## src/rtl/core/bms_pkg.sv

```systemverilog
// ----------------------------------------------------------------------------
// bms_pkg
// Shared types and field widths for the balanced multi-stack unit.
// ----------------------------------------------------------------------------
package bms_pkg;

  localparam int unsigned PartFieldW = 2;
  localparam int unsigned DataFieldW = 32;
  localparam int unsigned StatFieldW = 2;

  typedef enum logic [0:0] {
    OP_PUSH = 1'b0,
    OP_POP  = 1'b1
  } op_e;

  typedef enum logic [StatFieldW-1:0] {
    ST_OK    = 2'd0,
    ST_FULL  = 2'd1,
    ST_EMPTY = 2'd2
  } status_e;

endpackage

```

## src/rtl/core/bms_pick.sv

```systemverilog
// ----------------------------------------------------------------------------
// bms_pick
// Finds the least-filled and the most-filled partition, lowest index on ties.
// ----------------------------------------------------------------------------
module bms_pick #(
  parameter int unsigned NUM_PARTS  = 4,
  parameter int unsigned PART_DEPTH = 16
) (
  input  logic [NUM_PARTS-1:0][$clog2(PART_DEPTH+1)-1:0] count_i,
  output logic [$clog2(NUM_PARTS)-1:0]                   least_idx_o,
  output logic [$clog2(PART_DEPTH+1)-1:0]                least_cnt_o,
  output logic [$clog2(NUM_PARTS)-1:0]                   most_idx_o,
  output logic [$clog2(PART_DEPTH+1)-1:0]                most_cnt_o
);

  localparam int unsigned IdxW = $clog2(NUM_PARTS);
  localparam int unsigned CntW = $clog2(PART_DEPTH+1);

  logic [IdxW-1:0] lo_idx, hi_idx;
  logic [CntW-1:0] lo_cnt, hi_cnt;

  // strict compares keep the lowest index on equal counts
  always_comb begin
    lo_idx = '0;
    hi_idx = '0;
    lo_cnt = count_i[0];
    hi_cnt = count_i[0];
    for (int unsigned p = 1; p < NUM_PARTS; p++) begin
      if (count_i[p] < lo_cnt) begin
        lo_cnt = count_i[p];
        lo_idx = IdxW'(p);
      end
      if (count_i[p] > hi_cnt) begin
        hi_cnt = count_i[p];
        hi_idx = IdxW'(p);
      end
    end
  end

  assign least_idx_o = lo_idx;
  assign least_cnt_o = lo_cnt;
  assign most_idx_o  = hi_idx;
  assign most_cnt_o  = hi_cnt;

endmodule

```

## src/rtl/core/balanced_multi_stack_unit.sv

```systemverilog
// ----------------------------------------------------------------------------
// balanced_multi_stack_unit
// NUM_PARTS stacks sharing one store; push to least-filled, pop from most-filled.
// ----------------------------------------------------------------------------
// Takes one transaction per clock cycle while in_stall_o is low and returns
// its result in the cycle after acceptance. The partition choice and the
// fill-count update are done in the cycle of acceptance; the single registered
// read port of the shared store supplies the popped data. A push when every
// partition is full returns status full, a pop when all are empty returns
// status empty; both report partition 0 with zero data and leave the stacks
// untouched. in_stall_o is raised only while a result is held by out_stall_i.
module balanced_multi_stack_unit
  import bms_pkg::*;
#(
  parameter int unsigned NUM_PARTS  = 4,
  parameter int unsigned PART_DEPTH = 16,
  parameter int unsigned DATA_WIDTH = 32
) (
  input  logic                  clk_i,
  input  logic                  rst_ni,
  input  logic                  in_valid_i,
  output logic                  in_stall_o,
  input  logic                  operation_i,
  input  logic signed [31:0]    value_i,
  output logic                  out_valid_o,
  input  logic                  out_stall_i,
  output logic [1:0]            partition_o,
  output logic signed [31:0]    data_out_o,
  output logic [1:0]            status_o
);

  localparam int unsigned IdxW   = $clog2(NUM_PARTS);
  localparam int unsigned CntW   = $clog2(PART_DEPTH+1);
  localparam int unsigned Words  = NUM_PARTS * PART_DEPTH;
  localparam int unsigned AddrW  = $clog2(Words);
  localparam int unsigned ExtW   = (DATA_WIDTH > DataFieldW) ? DATA_WIDTH : DataFieldW;

  logic [NUM_PARTS-1:0][CntW-1:0] cnt_q;
  logic [IdxW-1:0]                least_idx, most_idx;
  logic [CntW-1:0]                least_cnt, most_cnt;

  logic [DATA_WIDTH-1:0] mem [Words];

  logic                  s1_valid_q;
  logic [IdxW-1:0]       s1_part_q;
  status_e               s1_status_q;
  op_e                   s1_op_q;
  logic [DATA_WIDTH-1:0] s1_wdata_q;
  logic [DATA_WIDTH-1:0] rd_q;

  logic                  advance, accept;
  op_e                   op;
  logic                  push_ok, pop_ok;
  logic [AddrW-1:0]      push_addr, pop_addr;
  logic [ExtW-1:0]       val_ext;
  logic [DATA_WIDTH-1:0] wdata;
  status_e               status_d;
  logic [IdxW-1:0]       part_d;
  logic [ExtW-1:0]       out_ext;

  bms_pick #(
    .NUM_PARTS  (NUM_PARTS),
    .PART_DEPTH (PART_DEPTH)
  ) u_pick (
    .count_i     (cnt_q),
    .least_idx_o (least_idx),
    .least_cnt_o (least_cnt),
    .most_idx_o  (most_idx),
    .most_cnt_o  (most_cnt)
  );

  assign advance    = !s1_valid_q || !out_stall_i;
  assign accept     = in_valid_i && advance;
  assign in_stall_o = !advance;

  assign op      = op_e'(operation_i);
  assign push_ok = (op == OP_PUSH) && (least_cnt < CntW'(PART_DEPTH));
  assign pop_ok  = (op == OP_POP) && (most_cnt != '0);

  assign push_addr = AddrW'(least_idx) * AddrW'(PART_DEPTH) + AddrW'(least_cnt);
  assign pop_addr  = AddrW'(most_idx) * AddrW'(PART_DEPTH) + AddrW'(most_cnt - CntW'(1));

  assign val_ext = ExtW'(unsigned'(value_i));
  assign wdata   = val_ext[DATA_WIDTH-1:0];

  always_comb begin
    status_d = ST_OK;
    part_d   = '0;
    case (op)
      OP_PUSH: begin
        if (push_ok) begin
          part_d = least_idx;
        end else begin
          status_d = ST_FULL;
        end
      end
      OP_POP: begin
        if (pop_ok) begin
          part_d = most_idx;
        end else begin
          status_d = ST_EMPTY;
        end
      end
      default: begin
        status_d = ST_OK;
      end
    endcase
  end

  // fill counts move at acceptance so the next transaction sees them at once
  always_ff @(posedge clk_i or negedge rst_ni) begin
    if (!rst_ni) begin
      cnt_q <= '0;
    end else if (accept) begin
      if (push_ok) begin
        cnt_q[least_idx] <= least_cnt + CntW'(1);
      end else if (pop_ok) begin
        cnt_q[most_idx] <= most_cnt - CntW'(1);
      end
    end
  end

  always_ff @(posedge clk_i) begin
    if (accept && push_ok) begin
      mem[push_addr] <= wdata;
    end
  end

  // hold the read data while the result waits
  always_ff @(posedge clk_i) begin
    if (accept && pop_ok) begin
      rd_q <= mem[pop_addr];
    end
  end

  always_ff @(posedge clk_i or negedge rst_ni) begin
    if (!rst_ni) begin
      s1_valid_q <= 1'b0;
    end else if (advance) begin
      s1_valid_q <= in_valid_i;
    end
  end

  always_ff @(posedge clk_i) begin
    if (accept) begin
      s1_part_q   <= part_d;
      s1_status_q <= status_d;
      s1_op_q     <= op;
      s1_wdata_q  <= wdata;
    end
  end

  always_comb begin
    out_ext = '0;
    if (s1_status_q == ST_OK) begin
      if (s1_op_q == OP_POP) begin
        out_ext = ExtW'(rd_q);
      end else begin
        out_ext = ExtW'(s1_wdata_q);
      end
    end
  end

  assign out_valid_o = s1_valid_q;
  assign partition_o = PartFieldW'(s1_part_q);
  assign data_out_o  = signed'(out_ext[DataFieldW-1:0]);
  assign status_o    = s1_status_q;

endmodule
```

## config.mk

```make
export PLATFORM = sky130hd
export DESIGN_NAME = balanced_multi_stack_unit
export DESIGN_NICKNAME = d
export VERILOG_FILES = /design/src/rtl/core/bms_pkg.sv /design/src/rtl/core/bms_pick.sv /design/src/rtl/core/balanced_multi_stack_unit.sv
export SDC_FILE = /design/constraint.sdc
export NUM_CORES = 2
export LEC_CHECK = 0
export ABC_AREA = 1
export BUFFER_PORTS_ARGS = -buffer_cell sky130_fd_sc_hd__buf_4
export CAP_MARGIN = 20
export CORE_MARGIN = 4
export CORE_UTILIZATION = 29
export DETAILED_ROUTE_END_ITERATION = 8
export PLACE_DENSITY = 0.46
export SKIP_CTS_REPAIR_TIMING = 1
export SLEW_MARGIN = 20
export SYNTH_ARGS = -nofsm -noshare
export SYNTH_HDL_FRONTEND = slang
export SYNTH_SLANG_ARGS = --single-unit
```

## constraint.sdc

```tcl
create_clock -name clk_i -period 14.5 [get_ports clk_i]
set_clock_uncertainty 0.1 [all_clocks]
set_input_delay 0.725 -clock clk_i [delete_from_list [all_inputs] [get_ports clk_i]]
set_output_delay 0.725 -clock clk_i [all_outputs]
set_load 0.03 [all_outputs]
```

Word-level counts from Yosys, hierarchy flattened
Memories as Yosys holds them, arrays and structs flattened. A register that Yosys moved wholly into a read port is not among the register bits.
Index checks and enable logic that the tools add are counted.
- bitwise gates (word level): 1
- multiplexer cells: 30
- reductions and logical operators: 15
- order comparisons: 11
- $add $sub $neg: 5
- operators with widths (cell ; number):
    $mux W32 ; 2
    $bwmux W20 ; 2
    $mux W20 ; 2
    $mux W5 ; 8
    $demux W5 S2 ; 2
    $gt A5 B5 Y1 ; 3
    $lt A5 B5 Y1 ; 3
    $mux W2 ; 7
    $pmux W2 S2 ; 2
    $logic_and A1 B1 Y1 ; 7
    $add A6 B5 Y6 ; 1
    $add A6 B6 Y6 ; 1
    $lt A2 B3 Y1 const B ; 2
    $sub A5 B1 Y6 const B ; 1
    $add A5 B1 Y5 const B ; 1
    $lt A5 B5 Y1 const B ; 1
    $mux W1 ; 5
    $reduce_bool A5 Y1 ; 1
    $sub A5 B1 Y5 const B ; 1
    $ge A2 B1 Y1 const B ; 2
    $logic_not A1 Y1 ; 3
    $logic_not A2 Y1 ; 1
    $reduce_and A2 Y1 ; 1
    $reduce_bool A2 Y1 ; 1
    2 further kinds ; 2
- bits in registers: 58
- memory bits (writable): 2048
- memories kept: 1
- output and inout bits: 38
- memory list (name ; words ; width ; rd ports ; clocked after Yosys merged registers in ; wr ports ; RTL line ; RTL):
    mem ; 64 ; 32 ; 1 ; 1 ; 1 ; balanced_multi_stack_unit.sv:42 ; logic [DATA_WIDTH-1:0] mem [Words];

Logic depth before layout (Yosys ltp)
- depth after elaboration: 13
- gate-level depth with buffers: 43
- mapped depth without buffers: 37

Hierarchy
A second synthesis with hierarchy kept.
- cells, all modules: 7284
- area total of the unflattened synthesis: 86804.5 um^2
- by module, submodules not included (module ; times used ; area each (um^2) ; cells an instance):
    balanced_multi_stack_unit ; 1 ; 85788.5 ; 7116
    bms_pick ; 1 ; 1016.0 ; 168

Worst setup path before layout
OpenSTA, ideal clock, no wires.
- kind: register to register
- from: reg cnt_q[9] (netlist bit)
- to: reg rd_q[16] (read register of mem) (data pin)
- path slack: 8241 ps
- required time: 14146 ps
- cell stages (with the launch flop): 41
- data arrival time: 5906 ps
- buffers on the path: 9
- setup time: 254 ps
- cells stage by stage: dfrtp_1 -> ha_1 -> nand2_1 -> nor2_2 -> nand2_1 -> nand3_2 -> buf_6 -> nand2_4 -> nand2_1 -> o21ai_0 -> ha_1 -> nand2_1 -> nor2_1 -> nand2_1 -> o211ai_1 -> nand2_1 -> clkbuf_1 -> o21ai_0 -> (+5 left out) -> nand2_1 -> buf_2 -> nand2_1 -> nand2_2 -> buf_6 -> buf_6 -> buf_4 -> ha_1 -> inv_1 -> fa_1 -> clkbuf_1 -> clkbuf_1 -> buf_1 -> nand3_1 -> nand3_1 -> nand3_1 -> nand3_1 -> nand2_1
- cells in the longest elaborated chain, start to end: 9
- elaborated cells between the ends (all ways): 14
- classes of those cells: 2 x add/sub; 3 x order compare; 6 x mux; 3 x reduce/logical
- ends and longest elaborated chain (item ; RTL line ; RTL):
    start: declaration ; balanced_multi_stack_unit.sv:38 ; logic [NUM_PARTS-1:0][CntW-1:0] cnt_q;
    start signal: indexed assignment ; balanced_multi_stack_unit.sv:116 ; cnt_q[least_idx] <= least_cnt + CntW'(1);
    start signal: indexed assignment ; balanced_multi_stack_unit.sv:118 ; cnt_q[most_idx] <= most_cnt - CntW'(1);
    parallel branches: the longest is 9 deep, another holds $sub A5 B1 Y6 ; -- ;
    end: declaration ; balanced_multi_stack_unit.sv:49 ; logic [DATA_WIDTH-1:0] rd_q;
Parallel ways; which one is timed is not known.
A chain may end at the register's enable or synchronous reset.

Final worst setup path
- from: reg cnt_q[9] (netlist bit)
- to: reg rd_q[0] (read register of mem) (data pin)
Same word-level chain as after synthesis.

==> results by stage <==
Outcome:
- The flow ran to the end, and the final reports show no timing, DRC or antenna violations.

Timing:
- The number of max-slew violations in the final report is 0.
- The total negative slack for setup checks is 0 ns.
- Setup repair after global routing left no endpoint under its margin.
- The upper clock frequency limit is 103.4 MHz.
- The number of failing setup endpoints in the final timing report is 0.
- The transition time at the pin with the least slew margin is 1.219 ns.
- In this run the tightest slew margin relative to its limit is between 10% and 20%.
- The worst path needs 9.671 ns of the cycle, external delays included.
- The final clock period utilization by the worst path is about two thirds.
- The number of endpoints with negative hold slack in the final report is 0.

Global routing:
- Entering global routing, the biggest net connects 193 pins.
- Global routing consumed, over all layers together, 18.86% of the routing resources.
- Summed over all layers, the global routing overflow is 0.
- The initial antenna violation count came to 23.
- The number of global-route vias before repair is 58980.
- The wire length of the first global-routing pass is between 400000 and 500000 um.

Setup path:
- The most used cell along the critical path is sky130_fd_sc_hd__nand2_1.
- The delay of the slowest cell on the worst path is around 1.1 ns.
- For the worst setup path, the data arrival time is approximately 10 ns.
- The buffers plus inverters on the worst setup path is 4.
- In this run the worst path has a maximum fanout of between 80 and 90.
- The slowest stage of the critical path is the sky130_fd_sc_hd__fa_4 cell.
- By startpoint and endpoint, the worst setup path is classified as flip-flop to flip-flop.
- The family with the most delay on the worst path is simple AND/OR/NAND/NOR gates.
- The reg-to-reg setup timing slack is 4.83 ns.
- The critical path data required time is between 15 and 20 ns.
- The kind of end point of the critical path is a flip-flop.
- The worst setup path is launched from a flip-flop.

Routing:
- The first-pass iteration count of the detailed router is 8.
- The routed wire length per instance is 24.54 um.
- The number of remaining DRC errors is 0.
- Across all layers, the routed design uses 62390 vias.
- The number of nets with antenna violations after routing is 0.
- The routed via count divided by cell count is roughly 4.8.
- In this run, the number of DRC markers left after iteration 0 of detailed routing was 6526.
- The aggregate routed wire length is 315700 um.

Synth:
- The synthesized netlist net count is 8596.
- The share of Yosys cell area claimed by the top area cell type is 69.01%.
- The most numerous cell in the Yosys netlist is sky130_fd_sc_hd__nand2_1.
- For this run, the number of Yosys warnings is 0.
- After synthesis the cells add up to 92120 um^2.
- Ranked by total cell area, the synthesized netlist is headed by sky130_fd_sc_hd__edfxtp_1 69%, sky130_fd_sc_hd__nand2_1 11%, sky130_fd_sc_hd__nand3_1 8.3%.
- Synthesis inferred 2138 register bits.
- By count the netlist is led by 2693 x sky130_fd_sc_hd__nand2_1, 2117 x sky130_fd_sc_hd__edfxtp_1, 1519 x sky130_fd_sc_hd__nand3_1, 1223 x sky130_fd_sc_hd__inv_1, 192 x sky130_fd_sc_hd__o211ai_1.
- The most instantiated flip-flop cell in the synthesis netlist is sky130_fd_sc_hd__edfxtp_1.
- The netlist uses 39 different library cells.
- The cell count after synthesis came out at about 8500.
- Dividing the synthesized area by the synthesized cell count gives 10.81 um^2.
- The number of enable flip-flop cells after synthesis is 2117.
- The cell type contributing the most total cell area after synthesis is sky130_fd_sc_hd__edfxtp_1.
- In the synthesized netlist the async set-or-reset flop fraction comes to 0.9822%.
- The sequential area share after synthesis is 69.58%.

Die:
- The number of ports placed on the die boundary is 75.
- The die boundary height is 571.6 um.
- The die covers 326800 um^2.
- The core region is 315500 um^2.
- In this run the core area contains 206 standard-cell rows.
- For this configuration, the core starts out at a cell density of 29.20%.
- The die is approximately 570 um wide.

Final layout:
- The number of nets in the final layout is between 8000 and 9000.
- The fraction of final layout cells with drive strength greater than 1 is between 7 and 8%.
- The area growth from synthesis to layout is 13.40%.

Clock network:
- Clock-pin slew was measured on the worst setup and hold paths at 0.07 ns.
- The total number of clock tree sinks is 2138.
- CTS built an H-tree with a depth of 4.
- Buffers inserted during clock tree synthesis total roughly 230.
- TritonCTS built the clock tree.
- The largest buffer count on any clock path is 4.
- The clock reaches the later pin of the worst-skew pair after 0.92 ns.
- In this run the clock root is driven by a sky130_fd_sc_hd__clkbuf_16.

Placed design:
- The routability-driven placement congestion ratio is 0.8082.
- During placement, the flow inserted port buffers numbering between 70 and 80.
- The half-perimeter wire length of the detailed placement result is 164600 um.

Flow run:
- The tool flagged a number of max-cap violations equal to 0.

Min path:
- The path class of the lowest-slack min-delay path is input port to flip-flop.
cell families (layout without fill, tap and decap cells):
logic type | count (synthesis) | after routing | synth area share [%]
compound gates | 283 | 283 | 2.109
xor+xnor | 9 | 9 | 0.09371
fa+ha+maj | 36 | 36 | 0.4971
buf+inv | 1693 | 1864 | 7.612
flops | 2138 | 2138 | 69.58
other cells | 0 | 11 | 0
simple gates | 4364 | 4364 | 20.11
final timing paths:
check,end,startpoint,cells past startpoint
worst max-delay path,rd_q[0]$_DFFE_PP_,cnt_q[9]$_DFFE_PN0P_,33
worst min-delay path,out_valid_o$_DFFE_PN0N_,in_valid_i,3
worst max register to register,rd_q[0]$_DFFE_PP_,cnt_q[9]$_DFFE_PN0P_,33
worst min register to register,cnt_q[2]$_DFFE_PN0P_,cnt_q[2]$_DFFE_PN0P_,2
max in group asynchronous,cnt_q[6]$_DFFE_PN0P_,rst_ni,2
min in group asynchronous,out_valid_o$_DFFE_PN0N_,rst_ni,2
worst min-delay path, stage by stage:
cell                      delay (ns)
sky130_fd_sc_hd__buf_4          0.08
sky130_fd_sc_hd__inv_1          0.06
sky130_fd_sc_hd__nand2_1        0.07
stage by stage:
stage               std cells  area [um^2]  setup slack [ns]  util [%]  hold WS [ns]
floorplan                8523        92120             8.241         -        0.3294
global placement        12440        97260             4.704     30.83        0.3769
detailed placement      12440        97260             4.863     30.83        0.3718
CTS                     12850       104400             4.892     33.10       -0.3544
global route            12860       104400             4.353     33.11       0.01103
finish                  12870       104500             4.829     33.11       0.01926
cell usage in the layout, fill, tap and decap left out, drive strengths merged:
master,count
edfxtp,2117
inv,1232
clkinv,107
o22ai,9
nand4,5
and2,1
o21ai,26
nand3,1524
fa,1
o211ai,192
xor2,5
bufinv,18
o21bai,1
xnor2,4
clkinvlp,3
nor2,89
nand3b,34
buf,216
a211oi,1
nand2,2708
dfrtp,21
o311ai,1
clkbuf,286
a21oi,50
dlygate4sd3,2
or2,3
ha,35
diode,11
o21a,3
metal layers:
metal / global-route usage [%] / vias up / part of all wire [%]
met1: 27.63 / 31300 / 46
met4: 4.898 / 8 / 2.7
met5: 0 / - / 0.017
met2: 29.15 / 2235 / 44
li1: - / 28440 / -
met3: 2.821 / 409 / 7.4
registers in the layout, indices dropped and copies added (netlist names):
signal / count
mem: 2048
rd_q: 32
s1_wdata_q: 32
cnt_q: 20
partition_o: 2
status_o: 2
out_valid_o: 1
s1_op_q: 1
cell type report:
class	count	area [um^2]
antenna	11	27.53
clock buffer	286	6030
tap	4160	5205
multi-input combinational	4692	21580
clock inverter	130	1125
sequential	2138	64100
inverter	1230	4637
timing repair buffer	218	1767
fill	31760	211000
Power is left out: the tool's default activity adds up to more than one toggle a clock period on the data nets, which glitch-free logic cannot reach.
